--- src/rtl/ahffr_pkg.sv ---
package ahffr_pkg;

  typedef enum logic [1:0] {
    PH_HUNT,
    PH_SIZE,
    PH_CSUM,
    PH_DATA
  } phase_t;

  typedef enum logic [2:0] {
    K_SYNC     = 3'd0,
    K_DATA     = 3'd1,
    K_OK       = 3'd2,
    K_EMPTY    = 3'd3,
    K_CSUM_BAD = 3'd4,
    K_NUM_BAD  = 3'd5,
    K_HEX_BAD  = 3'd6
  } kind_t;

  typedef struct packed {
    logic [7:0] ch;
    logic       is_dig;
    logic       is_hex;
    logic       is_lf;
    logic [3:0] hval;
  } item_t;

  typedef struct packed {
    logic full;
    logic empty;
  } q_stat_t;

  localparam int TEXT_LEN = 12;
  localparam logic [8*TEXT_LEN-1:0] SYNC_TEXT = "serial sync\n";
  localparam logic [7:0] CHAR_LF = 8'h0A;
  localparam logic [35:0] VALUE_MAX = 36'h07FFFFFFF;
  localparam logic [31:0] VALUE_OVER = 32'h80000000;

  localparam int QDEPTH = 2;
  localparam int QAW = $clog2(QDEPTH);

endpackage

--- src/rtl/ahffr_front.sv ---
module ahffr_front (
  input  logic              in_valid,
  input  logic [7:0]        in_rx_byte,
  output logic              in_stall,
  input  ahffr_pkg::q_stat_t q_stat,
  output logic              push,
  output ahffr_pkg::item_t  item
);
  import ahffr_pkg::*;

  function automatic item_t classify(input logic [7:0] c);
    item_t r;
    r.ch     = c;
    r.is_dig = 1'b0;
    r.is_hex = 1'b0;
    r.is_lf  = (c == CHAR_LF);
    r.hval   = 4'd0;
    if (c >= "0" && c <= "9") begin
      r.is_dig = 1'b1;
      r.is_hex = 1'b1;
      r.hval   = 4'(c - 8'h30);
    end else if (c >= "a" && c <= "f") begin
      r.is_hex = 1'b1;
      r.hval   = 4'(c - 8'h57);
    end else if (c >= "A" && c <= "F") begin
      r.is_hex = 1'b1;
      r.hval   = 4'(c - 8'h37);
    end
    return r;
  endfunction

  assign in_stall = q_stat.full;
  assign push     = in_valid && !q_stat.full;
  assign item     = classify(in_rx_byte);

endmodule

--- src/rtl/ahffr_queue.sv ---
module ahffr_queue (
  input  logic               clk,
  input  logic               rst_n,
  input  logic               push,
  input  ahffr_pkg::item_t   wr_item,
  input  logic               pop,
  output ahffr_pkg::item_t   rd_item,
  output ahffr_pkg::q_stat_t q_stat
);
  import ahffr_pkg::*;

  item_t          mem_r [QDEPTH];
  logic [QAW-1:0] wptr_r, wptr_nxt;
  logic [QAW-1:0] rptr_r, rptr_nxt;
  logic [QAW:0]   cnt_r, cnt_nxt;
  logic           do_push, do_pop;

  assign q_stat.full  = (cnt_r == (QAW+1)'(QDEPTH));
  assign q_stat.empty = (cnt_r == '0);
  assign do_push = push && !q_stat.full;
  assign do_pop  = pop && !q_stat.empty;
  assign rd_item = mem_r[rptr_r];

  always_comb begin
    wptr_nxt = wptr_r;
    rptr_nxt = rptr_r;
    cnt_nxt  = cnt_r;
    if (do_push) begin
      wptr_nxt = (wptr_r == QAW'(QDEPTH-1)) ? '0 : wptr_r + 1'b1;
    end
    if (do_pop) begin
      rptr_nxt = (rptr_r == QAW'(QDEPTH-1)) ? '0 : rptr_r + 1'b1;
    end
    if (do_push && !do_pop) begin
      cnt_nxt = cnt_r + 1'b1;
    end else if (do_pop && !do_push) begin
      cnt_nxt = cnt_r - 1'b1;
    end
  end

  always_ff @(posedge clk) begin
    if (!rst_n) begin
      wptr_r <= '0;
      rptr_r <= '0;
      cnt_r  <= '0;
    end else begin
      wptr_r <= wptr_nxt;
      rptr_r <= rptr_nxt;
      cnt_r  <= cnt_nxt;
    end
  end

  always_ff @(posedge clk) begin
    if (do_push) begin
      mem_r[wptr_r] <= wr_item;
    end
  end

endmodule

--- src/rtl/ahffr_back.sv ---
module ahffr_back #(
  parameter int SYNC_LEN   = 12,
  parameter int MAX_DIGITS = 30,
  parameter int NUM_FILES  = 2
) (
  input  logic             clk,
  input  logic             rst_n,
  input  ahffr_pkg::item_t item,
  input  logic             q_empty,
  output logic             pop,
  output logic             out_valid,
  input  logic             out_stall,
  output logic [2:0]       out_kind,
  output logic [7:0]       out_data_byte,
  output logic             out_is_last_byte,
  output logic             out_payload_index,
  output logic [15:0]      out_computed_sum
);
  import ahffr_pkg::*;

  localparam int M  = (SYNC_LEN < TEXT_LEN) ? SYNC_LEN : TEXT_LEN;
  localparam int PW = (NUM_FILES > 1) ? $clog2(NUM_FILES) : 1;
  localparam int DW = $clog2(MAX_DIGITS + 1);

  phase_t              phase_r, phase_nxt;
  logic [8*SYNC_LEN-1:0] win_r, win_nxt, win_shift;
  logic [DW-1:0]       dcnt_r, dcnt_nxt, dcnt_inc;
  logic [31:0]         acc_r, acc_nxt, acc_digit;
  logic [35:0]         acc_mul;
  logic [30:0]         left_r, left_nxt, left_dec;
  logic [15:0]         exp_r, exp_nxt;
  logic [15:0]         sum_r, sum_nxt, sum_add;
  logic [1:0]          pos_r, pos_nxt;
  logic [3:0]          hi_r, hi_nxt;
  logic [PW-1:0]       cur_r, cur_nxt;
  logic                out_valid_r, out_valid_nxt;
  kind_t               kind_r, kind_nxt;
  logic [7:0]          data_r, data_nxt;
  logic                last_r, last_nxt;
  logic                idx_r, idx_nxt;
  logic [15:0]         osum_r, osum_nxt;
  logic                fire, hit, last_file, emit, do_hunt, do_start;

  generate
    if (SYNC_LEN > 1) begin : g_shift
      assign win_shift = {win_r[8*SYNC_LEN-9:0], item.ch};
    end else begin : g_single
      assign win_shift = item.ch;
    end
  endgenerate

  always_comb begin
    hit = 1'b1;
    for (int k = 0; k < M; k++) begin
      if (win_shift[8*k +: 8] != SYNC_TEXT[8*k +: 8]) begin
        hit = 1'b0;
      end
    end
  end

  assign fire      = !q_empty && (!out_valid_r || !out_stall);
  assign pop       = fire;
  assign dcnt_inc  = dcnt_r + 1'b1;
  assign acc_mul   = {1'b0, acc_r, 3'b000} + {3'b000, acc_r, 1'b0} + {32'd0, item.hval};
  assign acc_digit = (acc_mul > VALUE_MAX) ? VALUE_OVER : acc_mul[31:0];
  assign left_dec  = left_r - 1'b1;
  assign sum_add   = sum_r + {8'd0, hi_r, item.hval};
  assign last_file = ({1'b0, cur_r} + 1'b1) >= (PW+1)'(NUM_FILES);

  always_comb begin
    phase_nxt     = phase_r;
    win_nxt       = win_r;
    dcnt_nxt      = dcnt_r;
    acc_nxt       = acc_r;
    left_nxt      = left_r;
    exp_nxt       = exp_r;
    sum_nxt       = sum_r;
    pos_nxt       = pos_r;
    hi_nxt        = hi_r;
    cur_nxt       = cur_r;
    kind_nxt      = kind_r;
    data_nxt      = data_r;
    last_nxt      = last_r;
    idx_nxt       = idx_r;
    osum_nxt      = osum_r;
    out_valid_nxt = out_valid_r && out_stall;
    emit          = 1'b0;
    do_hunt       = 1'b0;
    do_start      = 1'b0;
    kind_nxt      = kind_r;

    if (fire) begin
      data_nxt = 8'd0;
      last_nxt = 1'b0;
      idx_nxt  = cur_r[0];
      osum_nxt = sum_r;
      case (phase_r)
        PH_HUNT: begin
          win_nxt = win_shift;
          if (hit) begin
            emit     = 1'b1;
            kind_nxt = K_SYNC;
            idx_nxt  = 1'b0;
            osum_nxt = 16'd0;
            win_nxt  = '0;
            cur_nxt  = '0;
            do_start = 1'b1;
          end
        end
        PH_SIZE, PH_CSUM: begin
          if (item.is_dig) begin
            dcnt_nxt = dcnt_inc;
            if (dcnt_inc >= DW'(MAX_DIGITS)) begin
              emit     = 1'b1;
              kind_nxt = K_NUM_BAD;
              do_hunt  = 1'b1;
            end else begin
              acc_nxt = acc_digit;
            end
          end else if (acc_r[31]) begin
            emit     = 1'b1;
            kind_nxt = K_NUM_BAD;
            do_hunt  = 1'b1;
          end else if (phase_r == PH_SIZE) begin
            left_nxt = acc_r[30:0];
            dcnt_nxt = '0;
            acc_nxt  = '0;
            if (acc_r[30:0] == '0) begin
              emit     = 1'b1;
              kind_nxt = K_EMPTY;
              if (last_file) begin
                do_hunt = 1'b1;
              end else begin
                cur_nxt  = cur_r + 1'b1;
                do_start = 1'b1;
              end
            end else begin
              phase_nxt = PH_CSUM;
            end
          end else begin
            exp_nxt   = acc_r[15:0];
            dcnt_nxt  = '0;
            acc_nxt   = '0;
            pos_nxt   = 2'd0;
            hi_nxt    = 4'd0;
            phase_nxt = PH_DATA;
          end
        end
        PH_DATA: begin
          if (pos_r < 2'd2) begin
            if (!item.is_hex) begin
              emit     = 1'b1;
              kind_nxt = K_HEX_BAD;
              do_hunt  = 1'b1;
            end else if (pos_r == 2'd0) begin
              pos_nxt = 2'd1;
              hi_nxt  = item.hval;
            end else begin
              sum_nxt  = sum_add;
              left_nxt = left_dec;
              pos_nxt  = 2'd2;
              hi_nxt   = 4'd0;
              emit     = 1'b1;
              kind_nxt = K_DATA;
              data_nxt = {hi_r, item.hval};
              last_nxt = (left_dec == '0);
              osum_nxt = sum_add;
            end
          end else if (!item.is_lf) begin
            emit     = 1'b1;
            kind_nxt = K_HEX_BAD;
            do_hunt  = 1'b1;
          end else begin
            pos_nxt = 2'd0;
            hi_nxt  = 4'd0;
            if (left_r == '0) begin
              emit = 1'b1;
              if (sum_r != exp_r) begin
                kind_nxt = K_CSUM_BAD;
                do_hunt  = 1'b1;
              end else begin
                kind_nxt = K_OK;
                if (last_file) begin
                  do_hunt = 1'b1;
                end else begin
                  cur_nxt  = cur_r + 1'b1;
                  do_start = 1'b1;
                end
              end
            end
          end
        end
        default: begin
          do_hunt = 1'b1;
        end
      endcase

      if (do_hunt) begin
        phase_nxt = PH_HUNT;
        win_nxt   = '0;
        dcnt_nxt  = '0;
        acc_nxt   = '0;
        pos_nxt   = 2'd0;
        hi_nxt    = 4'd0;
      end
      if (do_start) begin
        phase_nxt = PH_SIZE;
        dcnt_nxt  = '0;
        acc_nxt   = '0;
        sum_nxt   = 16'd0;
        pos_nxt   = 2'd0;
        hi_nxt    = 4'd0;
      end
      out_valid_nxt = emit;
    end
  end

  always_ff @(posedge clk) begin
    if (!rst_n) begin
      phase_r     <= PH_HUNT;
      win_r       <= '0;
      dcnt_r      <= '0;
      acc_r       <= '0;
      left_r      <= '0;
      exp_r       <= '0;
      sum_r       <= '0;
      pos_r       <= '0;
      hi_r        <= '0;
      cur_r       <= '0;
      out_valid_r <= 1'b0;
    end else begin
      phase_r     <= phase_nxt;
      win_r       <= win_nxt;
      dcnt_r      <= dcnt_nxt;
      acc_r       <= acc_nxt;
      left_r      <= left_nxt;
      exp_r       <= exp_nxt;
      sum_r       <= sum_nxt;
      pos_r       <= pos_nxt;
      hi_r        <= hi_nxt;
      cur_r       <= cur_nxt;
      out_valid_r <= out_valid_nxt;
    end
  end

  always_ff @(posedge clk) begin
    kind_r <= kind_nxt;
    data_r <= data_nxt;
    last_r <= last_nxt;
    idx_r  <= idx_nxt;
    osum_r <= osum_nxt;
  end

  assign out_valid         = out_valid_r;
  assign out_kind          = kind_r;
  assign out_data_byte     = data_r;
  assign out_is_last_byte  = last_r;
  assign out_payload_index = idx_r;
  assign out_computed_sum  = osum_r;

endmodule

--- src/rtl/ascii_hex_file_frame_receiver.sv ---
// Serial file-frame receiver. Takes one received character per cycle unless
// in_stall is high, hunts for "serial sync\n", then parses NUM_FILES payloads
// (decimal size, decimal checksum, lines of two hex digits and LF) and reports
// sync, each decoded byte, and a verdict per payload. Sustained rate is one
// character per cycle while out_stall stays low; a result is registered: the
// character waits in the two-entry classifier queue and the parser loads the
// output register from it. The rate is set by the parser's per-character state
// update. Reset needs no clearing pass; the sync window is cleared by reset.
module ascii_hex_file_frame_receiver #(
  parameter int SYNC_LEN   = 12,
  parameter int MAX_DIGITS = 30,
  parameter int NUM_FILES  = 2
) (
  input  logic        clk,
  input  logic        rst_n,
  input  logic        in_valid,
  output logic        in_stall,
  input  logic [7:0]  in_rx_byte,
  output logic        out_valid,
  input  logic        out_stall,
  output logic [2:0]  out_kind,
  output logic [7:0]  out_data_byte,
  output logic        out_is_last_byte,
  output logic        out_payload_index,
  output logic [15:0] out_computed_sum
);
  import ahffr_pkg::*;

  q_stat_t q_stat;
  item_t   wr_item, rd_item;
  logic    push, pop;

  ahffr_front u_front (
    .in_valid   (in_valid),
    .in_rx_byte (in_rx_byte),
    .in_stall   (in_stall),
    .q_stat     (q_stat),
    .push       (push),
    .item       (wr_item)
  );

  ahffr_queue u_queue (
    .clk     (clk),
    .rst_n   (rst_n),
    .push    (push),
    .wr_item (wr_item),
    .pop     (pop),
    .rd_item (rd_item),
    .q_stat  (q_stat)
  );

  ahffr_back #(
    .SYNC_LEN   (SYNC_LEN),
    .MAX_DIGITS (MAX_DIGITS),
    .NUM_FILES  (NUM_FILES)
  ) u_back (
    .clk               (clk),
    .rst_n             (rst_n),
    .item              (rd_item),
    .q_empty           (q_stat.empty),
    .pop               (pop),
    .out_valid         (out_valid),
    .out_stall         (out_stall),
    .out_kind          (out_kind),
    .out_data_byte     (out_data_byte),
    .out_is_last_byte  (out_is_last_byte),
    .out_payload_index (out_payload_index),
    .out_computed_sum  (out_computed_sum)
  );

  a_reset_quiet: assert property (@(posedge clk) !rst_n |=> !out_valid)
    else $error("result after reset");

  a_last_is_data: assert property (@(posedge clk) disable iff (!rst_n)
    out_valid && out_is_last_byte |-> out_kind == K_DATA)
    else $error("last mark on non-data result");

  a_sync_clean: assert property (@(posedge clk) disable iff (!rst_n)
    out_valid && out_kind == K_SYNC |-> out_computed_sum == 16'd0 && !out_payload_index)
    else $error("sync result carries payload fields");

endmodule

--- config.mk ---
export PLATFORM = sky130hd
export DESIGN_NAME = ascii_hex_file_frame_receiver
export DESIGN_NICKNAME = d
export VERILOG_FILES = /design/src/rtl/ahffr_pkg.sv /design/src/rtl/ahffr_front.sv /design/src/rtl/ahffr_queue.sv /design/src/rtl/ahffr_back.sv /design/src/rtl/ascii_hex_file_frame_receiver.sv
export SDC_FILE = /design/constraint.sdc
export NUM_CORES = 1
export LEC_CHECK = 0
export ABC_AREA = 1
export BUFFER_PORTS_ARGS = -buffer_cell sky130_fd_sc_hd__buf_2
export CORE_MARGIN = 2
export CORE_UTILIZATION = 64
export DETAILED_ROUTE_END_ITERATION = 7
export MAX_ROUTING_LAYER = met4
export PLACE_DENSITY = 0.79
export SLEW_MARGIN = 25
export SYNTH_ARGS = -nofsm -noshare
export SYNTH_HDL_FRONTEND = slang
export SYNTH_HIERARCHICAL = 1
export SYNTH_SLANG_ARGS = --single-unit
--- constraint.sdc ---
create_clock -name clk -period 3.6 [get_ports clk]
set_clock_uncertainty 0.05 [all_clocks]
set_input_delay 0.72 -clock clk [delete_from_list [all_inputs] [get_ports clk]]
set_output_delay 0.72 -clock clk [all_outputs]
set_load 0.02 [all_outputs]
==> results of run 1 <==
## kinds of logic (layout without fill, tap and decap cells)
kind of cell,count (synthesis),after routing,synth area share (%)
AOI/OAI and AO/OA,469,469,16.1
xor gates and xnor gates,52,52,2.85
adders and majority gates,88,88,7.04
buffers and inverters,364,394,9.79
DFF,262,262,36.6
muxes,15,15,1.29
other,0,2,0
and+or+nand+nor,979,979,26.3
## area by class of cell
type / instances / area [um2] / share of cell area [%]
clock inverters: 9 / 135 / 0.779
diodes: 2 / 5.00 / 0.0288
inverters: 268 / 1010 / 5.80
well taps: 324 / 405 / 2.34
clock buffers: 43 / 817 / 4.71
repair buffers: 74 / 539 / 3.11
multi-input cells: 1603 / 8610 / 49.6
flip-flops and latches: 262 / 5840 / 33.6
## worst reg2reg max path: cells and delay by family, from the launching register on
family,cells,cell delay (ns)
adder cells (fa/ha/maj),2,0.85
multiplexers,1,0.31
flip-flops,1,0.37
AND/OR/NAND/NOR,11,1.13
buffers and inverters,4,0.41
AO/OA/AOI/OAI,2,0.22
## routing by layer
metal | GRT usage, % | part of all wire, %
met2 | 54.4 | 47
met4 | 8.53 | 2.2
met5 | - | 0
met3 | 3.12 | 6.7
met1 | 45.2 | 44
## stage by stage
| stage | util (%) | power, mW | area (um2) | hold slack, ns |
|---|---|---|---|---|
| final | 71.2 | 9.50 | 17400 | 0.338 |
| after global routing | 71.2 | 9.99 | 17400 | 0.337 |
| after CTS | 70.8 | 9.50 | 17300 | 0.329 |
| after detailed placement | 66.9 | 6.52 | 16300 | 0.415 |
| after global placement | 66.9 | 6.45 | 16300 | 0.407 |
| after floorplan | - | 5.93 | 16000 | 0.394 |
## worst paths after layout
| kind | to | cells past startpoint |
|---|---|---|
| worst min-delay path | u_queue/mem_r[0][14] | 1 |
| worst min register to register | u_back/exp_r[4] | 2 |
| worst max register to register | u_back/acc_r[0] | 20 |
| worst max-delay path | u_back/acc_r[0] | 20 |
## power by group through the flow
stage	Sequential [mW]	Combinational (mW)	Clock, mW
finish	4.22	2.30	2.97
CTS	4.21	2.29	3.00
floorplan	4.32	1.61	0
global placement	4.24	2.21	0
global route	4.30	2.57	3.13
detailed placement	4.26	2.27	0
## what timing repair did
item,in CTS,in global routing
hold buffers,0,0
resized for setup,0,10
setup endpoints to repair,0,31
hold endpoints to repair,0,0
setup buffers,0,1
## placed cells by master (no fill, tap or decap), types with 15 or more instances in the layout
cell,count
a21oi_1,241
o21ai_0,145
buf_4,25
edfxtp_1,59
xor2_1,32
inv_1,253
nand3_1,121
xnor2_1,20
clkbuf_16,30
buf_2,42
nor3_1,26
nand2_1,498
dfxtp_1,202
a221oi_1,15
a211oi_1,22
ha_1,84
nand4_1,30
nor2_1,233
## state kept, by name, summed over array words and instances (netlist names), 2 cells and up, named ones only
name	flops
u_back/out_computed_sum	16
u_back/acc_r	32
u_back/sum_r	16
u_queue/cnt_r	2
u_back/out_data_byte	8
u_back/exp_r	16
u_back/win_r	88
u_back/hi_r	4
u_back/pos_r	2
u_back/left_r	31
u_queue/mem_r	30
u_back/phase_r	2
u_back/out_kind	3
u_back/dcnt_r	5
==> run_results.csv, run 1 <==
group,metric,value,unit
cts,cts_buffer_depth,3,
global_routing,gr-total-overflow,0,
global_routing,grt_max_degree,110,
cts,path_clk_slew,0.06,ns
synthesis,seq_area_frac_synth,36.6,%
final_layout,drive_gt1_share,9.47,%
run,max-cap-violations,0,
sta,final-hold-violation-count,0,
routing,viasPerCell,5.79,
placed_design,port_buffers,42,
synthesis,synth_area_leaders,"dfxtp_1 25%, nand2_1 12%, edfxtp_1 11%",
worst_setup_path,cp-start-kind,"flip-flop",
global_routing,grt_pass1_vias,14100,
cts,clk_latency,0.56,ns
worst_setup_path,critPathMaxStageDelay,0.45,ns
sta,layout_min_cycle_time,3.43,ns
power_and_ir_drop,p_sw,3.12,mW
global_routing,antenna_found_initial,3,
synthesis,synth_seq_cells,262,
worst_setup_path,end_kind,"flip-flop",
worst_setup_path,cp_max_fo,8,
sta,maxSlewHeadroom,41.7,%
die,dieHeight,162,um
worst_setup_path,crit_top_cell,"nand2_1",
final_layout,area_growth,8.72,%
synthesis,yosysWarnings,6,
cts,root_buffer,"clkbuf_16",
routing,drtPass1Iterations,7,
routing,totalWireLength,43.2,mm
worst_setup_path,critical_path.slowest_cell,"fa_1",
cts,ctsHtreeMaxLevel,1,
worst_setup_path,crit_type,"reg -> reg",
sta,rsz0062_at_grt,"no",
power_and_ir_drop,intPower,6.37,mW
cts,tritoncts,"done",
final_layout,layoutNonFillerInstCount,2585,
power_and_ir_drop,leakagePower,7.83,nW
synthesis,synth_top_area_share,25.5,%
die,fp-row-count,57,
sta,post-route-period-util,95.2,%
worst_setup_path,arrival,3.84,ns
final_layout,n_fill_cell,2072,
sta,max_freq,292,MHz
die,ioPinCount,43,
hold_path,min_path_type,"in -> reg",
sta,tightest_slew,0.874,ns
die,die_area,26200,um2
synthesis,synthCells,2229,
power_and_ir_drop,p_comb_share,24.2,%
routing,vias,15000,
worst_setup_path,regToRegSetupSlack,0.17,ns
final_layout,final_nets,2337,
synthesis,yosys_most_used_dff,"dfxtp_1",
power_and_ir_drop,power.share.clock,31.3,%
routing,ant_nets,0,
sta,layout_setup_ws,0.173,ns
power_and_ir_drop,power.density,547,nW/um2
routing,wl_per_cell,16.7,um
die,start_util,65.5,%
die,core,24400,um2
synthesis,yosysMostFrequentCell,"nand2_1",
hold_path,hp-start,"in_rx_byte[7]",
global_routing,grt_first_pass_wirelength,70.3,mm
outcome,status,"complete, no violations",
routing,drc,0,
sta,setup_violations,0,
placed_design,place_ws,0.0844,ns
synthesis,synth_area,16000,um2
die,die_x,162,um
synthesis,synth_edf_count,59,
worst_setup_path,crit_chain,"mux2_4, inv_2, fa_1, fa_2, inv_1, nand2_1, nand2_2, nand2_1, nor2_2, o21ai_1, nand2_2, nand2_1, nand3_1, nand2_1, clkinv_1, nand3_2, nor2_4, clkbuf_16, nand2_1, a21oi_1",
synthesis,synth_top_area_cell,"dfxtp_1",
power_and_ir_drop,peakVddDrop,0.552,mV
sta,slew_violations,0,
synthesis,synthDistinctLibCells,53,
synthesis,synth_common_cells,"501 x nand2_1, 255 x inv_1, 241 x a21oi_1",
power_and_ir_drop,power_frac_seq,44.5,%
synthesis,synth_nets,2329,
worst_setup_path,critPathBufInv,4,
routing,drt-initial-drc-count,1691,
placed_design,gp_congestion,1.00,
placed_design,hpwl,30.7,mm
worst_setup_path,critPathTopFamily,"simple AND/OR/NAND/NOR gates",
global_routing,track_usage,33.4,%
sta,fin_setup_tns,0,ns
cts,clock-sinks,262,
power_and_ir_drop,switching_share,32.9,%
placed_design,dpl.cell_count,2527,
cts,cts_buffers,28,
worst_setup_path,crit_required,4.01,ns
synthesis,synth_async_sr_flop_share,0,%
synthesis,avgSynthCellArea,7.16,um2
No activity file was read; power rests on OpenSTA's default activity.
==> inputs of run 2 (changes only) <==
RECOVER_POWER = 25   (was default)
==> run_results.csv, run 2 (same netlist as run 1, synthesis figures left out) <==
group,metric,value,unit
outcome,status,"complete, but fails checks",
outcome,violations,"capacitance limit, slew limit",
sta,layout_min_cycle_time,3.45,ns
worst_setup_path,critPathMaxStageDelay,0.45,ns
die,ioPinCount,43,
worst_setup_path,crit_required,4.01,ns
die,fp-row-count,57,
global_routing,gr-total-overflow,0,
power_and_ir_drop,peakVddDrop,0.570,mV
routing,totalWireLength,43.2,mm
final_layout,drive_gt1_share,8.76,%
routing,vias,14900,
power_and_ir_drop,switching_share,32.8,%
sta,maxSlewHeadroom,-12.6,%
final_layout,multi_input_area,8590,um2
sta,setup_violations,0,
routing,drt-initial-drc-count,1635,
power_and_ir_drop,leakagePower,7.79,nW
global_routing,grt_pass1_vias,14100,
cts,ctsHtreeMaxLevel,1,
global_routing,antenna_found_initial,2,
power_and_ir_drop,power.share.clock,31.3,%
final_layout,regArea,5840,um2
global_routing,grt_max_degree,110,
global_routing,track_usage,33.4,%
cts,cts_buffer_depth,3,
final_layout,final_cell_area,17300,um2
power_and_ir_drop,power_frac_seq,44.6,%
run,max-cap-violations,1,
worst_setup_path,cp_max_fo,8,
routing,drc,0,
worst_setup_path,crit_type,"reg -> reg",
global_routing,grt_first_pass_wirelength,70.3,mm
routing,drtPass1Iterations,7,
sta,slew_violations,101,
worst_setup_path,cp-start-kind,"flip-flop",
die,die_area,26200,um2
cts,clock-sinks,262,
sta,tightest_slew,1.69,ns
final_layout,largest_reg_flops,88,
sta,fin_setup_tns,0,ns
sta,max_freq,290,MHz
worst_setup_path,crit_chain,"mux2_4, inv_2, fa_1, fa_2, inv_1, nand2_1, nand2_2, nand2_1, nor2_2, o21ai_1, nand2_2, nand2_1, nand3_1, nand2_1, clkinv_1, nand3_2, nor2_4, clkbuf_16, nand2_1, a21oi_1",
hold_path,min_path_type,"in -> reg",
worst_setup_path,critical_path.slowest_cell,"fa_1",
cts,path_clk_slew,0.06,ns
power_and_ir_drop,power.density,547,nW/um2
cts,clk_latency,0.56,ns
cts,root_buffer,"clkbuf_16",
final_layout,final_nets,2337,
power_and_ir_drop,p_comb_share,24.1,%
sta,rsz0062_at_grt,"no",
routing,wl_per_cell,16.7,um
routing,ant_nets,0,
placed_design,port_buffers,42,
routing,viasPerCell,5.78,
placed_design,hpwl,30.7,mm
final_layout,top_regs,"u_back/win_r x88, u_back/acc_r x32, u_back/left_r x31",
power_and_ir_drop,intPower,6.37,mW
final_layout,largest_register,"u_back/win_r",
final_layout,mostFrequentLayoutCell,"nand2_1",
sta,final-hold-violation-count,0,
worst_setup_path,arrival,3.86,ns
placed_design,gp_congestion,1.00,
die,core,24400,um2
die,start_util,65.5,%
sta,post-route-period-util,95.8,%
worst_setup_path,end_kind,"flip-flop",
die,die_x,162,um
final_layout,n_fill_cell,2087,
power_and_ir_drop,p_sw,3.11,mW
worst_setup_path,crit_top_cell,"nand2_1",
final_layout,area_growth,8.46,%
placed_design,placedInstanceArea,16300,um2
die,dieHeight,162,um
cts,tritoncts,"done",
final_layout,final_cell_mix,"500 x nand2_1, 254 x inv_1, 241 x a21oi_1",
cts,cts_buffers,28,
## run 2: cell types whose count changed in the layout (fill, tap and decap cells not counted), sizes merged
cell	before	now
clkbuf	45	56
buf	72	61
## run 2: layout make-up
class	count	share of cell area, %
tap	324	2.34
multi-input combinational	1603	49.6
clock inverter	9	0.780
sequential	262	33.7
clock buffer	43	4.72
inverter	268	5.82
timing repair buffer	74	3.00
antenna	2	0.0289
## run 2: repair_timing
item,4_1_cts,5_1_grt
setup buffers,0,1
resized for setup,0,10
setup endpoints to repair,0,31
hold buffers,0,0
## run 2: power groups by stage
stage	Clock, mW	Sequential (mW)	Combinational, mW
6_report	2.97	4.22	2.29
5_1_grt	3.13	4.30	2.56
4_1_cts	3.00	4.21	2.29
3_5_place_dp	0	4.26	2.27
3_3_place_gp	0	4.24	2.21
2_1_floorplan	0	4.32	1.61
## run 2: critical path: cells and delay by family (launching register included)
family | cells | cell delay, ns
AOI/OAI and AO/OA | 2 | 0.23
adders and majority gates | 2 | 0.85
buffers and inverters | 4 | 0.40
DFF | 1 | 0.37
muxes | 1 | 0.31
and+or+nand+nor | 11 | 1.13
## run 2: path summary, 6_finish.rpt
path,depth (start not counted),slack [ns],startpoint,end
setup / recovery,20,0.15,flip-flop,u_back/acc_r[8]
setup reg to reg,20,0.15,flip-flop,u_back/acc_r[8]
hold reg to reg,2,0.42,u_back/exp_r[4],u_back/exp_r[4]
hold / removal,1,0.39,in_rx_byte[7],u_queue/mem_r[0][14]
## run 2: stage by stage
step	power [mW]	instances	hold WS (ns)	utilization, %	worst slack [ns]
after CTS	9.50	2579	0.329	70.8	0.0141
after global routing	9.98	2585	0.383	71.0	0.00248
after global placement	6.45	2527	0.407	66.9	0.183
after detailed placement	6.52	2527	0.415	66.9	0.0844
final	9.48	2585	0.386	71.0	0.153
after floorplan	5.93	2229	0.394	-	0.327
## run 2: per-layer routing
metal / wire (um) / part of all wire (%) / global-route usage (%) / vias up
met5: 0 / 0 / - / -
met3: 2850 / 6.6 / 3.12 / 81
li1: - / - / - / 7372
met1: 19000 / 44 / 45.2 / 6922
met4: 928 / 2.1 / 8.53 / 0
met2: 20400 / 47 / 54.4 / 572
==> inputs of run 3 (changes only) <==
REMOVE_ABC_BUFFERS = 1   (was default)
==> run_results.csv, run 3 (same netlist as run 1, synthesis figures left out) <==
group,metric,value,unit
global_routing,grt_first_pass_wirelength,68.9,mm
routing,ant_nets,0,
worst_setup_path,cp_max_fo,8,
power_and_ir_drop,power_frac_seq,44.5,%
power_and_ir_drop,p_comb_share,23.7,%
sta,setup_violations,0,
power_and_ir_drop,intPower,6.39,mW
cts,cts_buffer_depth,3,
die,start_util,65.5,%
worst_setup_path,crit_chain,"mux2_4, inv_2, fa_2, fa_2, inv_1, nand2_1, nand2_1, nand3_1, nand2_2, nand2_1, nand2_2, nand2_1, nand3_1, nand2_1, nor2_2, nand3_2, nor2_4, clkbuf_16, nand2_1, a21oi_1",
worst_setup_path,arrival,3.83,ns
final_layout,area_growth,8.37,%
routing,viasPerCell,5.72,
outcome,status,"complete, but fails checks",
sta,rsz0062_at_grt,"no",
routing,drtPass1Iterations,5,
routing,totalWireLength,42.2,mm
final_layout,mostFrequentLayoutCell,"nand2_1",
worst_setup_path,crit_type,"reg -> reg",
power_and_ir_drop,power.density,548,nW/um2
placed_design,place_ws,0.0285,ns
routing,wl_per_cell,16.3,um
global_routing,grt_pass1_vias,14000,
die,fp-row-count,57,
cts,tritoncts,"done",
power_and_ir_drop,leakagePower,7.80,nW
global_routing,grt_max_degree,110,
placed_design,port_buffers,42,
worst_setup_path,cp-start-kind,"flip-flop",
global_routing,antenna_found_initial,1,
die,die_x,162,um
power_and_ir_drop,p_sw,3.09,mW
global_routing,track_usage,32.7,%
sta,maxSlewHeadroom,-18.5,%
final_layout,top_regs,"u_back/win_r x88, u_back/acc_r x32, u_back/left_r x31",
worst_setup_path,end_kind,"flip-flop",
sta,final-hold-violation-count,0,
cts,root_buffer,"clkbuf_16",
sta,max_freq,294,MHz
worst_setup_path,r2r_cells,20,
run,max-cap-violations,1,
die,core,24400,um2
die,ioPinCount,43,
sta,post-route-period-util,94.6,%
routing,vias,14800,
worst_setup_path,critical_path.slowest_cell,"fa_2",
final_layout,final_nets,2338,
sta,tightest_slew,1.78,ns
worst_setup_path,crit_top_cell,"nand2_1",
hold_path,hold_path_depth,3,
sta,slew_violations,101,
worst_setup_path,crit_required,4.03,ns
routing,drt-initial-drc-count,1242,
cts,clk_latency,0.55,ns
final_layout,drive_gt1_share,8.81,%
sta,layout_setup_ws,0.194,ns
power_and_ir_drop,power.share.clock,31.8,%
die,dieHeight,162,um
cts,path_clk_slew,0.06,ns
placed_design,hpwl,29.5,mm
hold_path,min_path_type,"in -> reg",
power_and_ir_drop,switching_share,32.6,%
sta,layout_min_cycle_time,3.41,ns
power_and_ir_drop,peakVddDrop,0.587,mV
final_layout,largest_reg_flops,88,
final_layout,post-route-util,70.9,%
die,die_area,26200,um2
outcome,violations,"capacitance limit, slew limit",
cts,ctsHtreeMaxLevel,1,
placed_design,gp_congestion,0.972,
routing,drc,0,
cts,cts_buffers,28,
global_routing,gr-total-overflow,0,
worst_setup_path,critPathMaxStageDelay,0.46,ns
final_layout,largest_register,"u_back/win_r",
cts,hold_buffers,0,
cts,clock-sinks,262,
final_layout,final_cell_mix,"502 x nand2_1, 254 x inv_1, 242 x a21oi_1",
sta,hold-worst-slack,0.380,ns
==> run 3: power groups by stage <==
stage                     combinational [mW]  clock [mW]  sequential, mW
final                                   2.25        3.02            4.22
after global placement                  2.17           0            4.24
after floorplan                         1.41           0            4.36
after detailed placement                2.24           0            4.26
after CTS                               2.26        3.06            4.21
after global routing                    2.55        3.17            4.29
==> run 3: final timing paths <==
kind | startpoint | to | slack (ns)
max | flip-flop | u_back/acc_r[9] | 0.19
min | out_stall | u_back/out_valid | 0.38
max reg2reg | flip-flop | u_back/acc_r[9] | 0.19
min reg2reg | u_back/exp_r[8] | u_back/exp_r[8] | 0.43
==> run 3: cell type report <==
class / count / area (um2)
sequential: 262 / 5840
clock inverter: 20 / 244
tap: 324 / 405
inverter: 268 / 1010
antenna: 1 / 2.50
fill: 2105 / 7090
multi-input combinational: 1603 / 8560
timing repair buffer: 75 / 514
clock buffer: 32 / 726
==> run 3: critical path: cells and delay by family, from the launching register on <==
kind	cells	cell delay, ns
compound gates	1	0.15
fa+ha+maj	2	0.85
buf+inv	3	0.37
flops	1	0.37
mux	1	0.32
simple gates	13	1.21
==> run 3: what timing repair did <==
action	4_1_cts	5_1_grt
endpoints found under the setup margin	0	31
resized for setup	0	8
setup buffers	0	2
hold endpoints to repair	0	0
==> run 3: stage by stage <==
stage	setup TNS, ns	instances	cell area [um2]	power, mW
3_5_place_dp	0	2527	16300	6.49
3_3_place_gp	0	2527	16300	6.41
4_1_cts	0	2579	17300	9.53
2_1_floorplan	-82.02	2133	15400	5.77
5_1_grt	0	2585	17300	10.0
6_report	0	2585	17300	9.48
==> run 3: per-layer routing <==
metal  vias up  part of all wire [%]  GRT usage, %
met5         -                     0             -
met4         0                   3.3          9.73
met3        81                   6.0          3.04
met2       490                    47          53.1
met1      6840                    44          43.7
li1       7370                     -             -
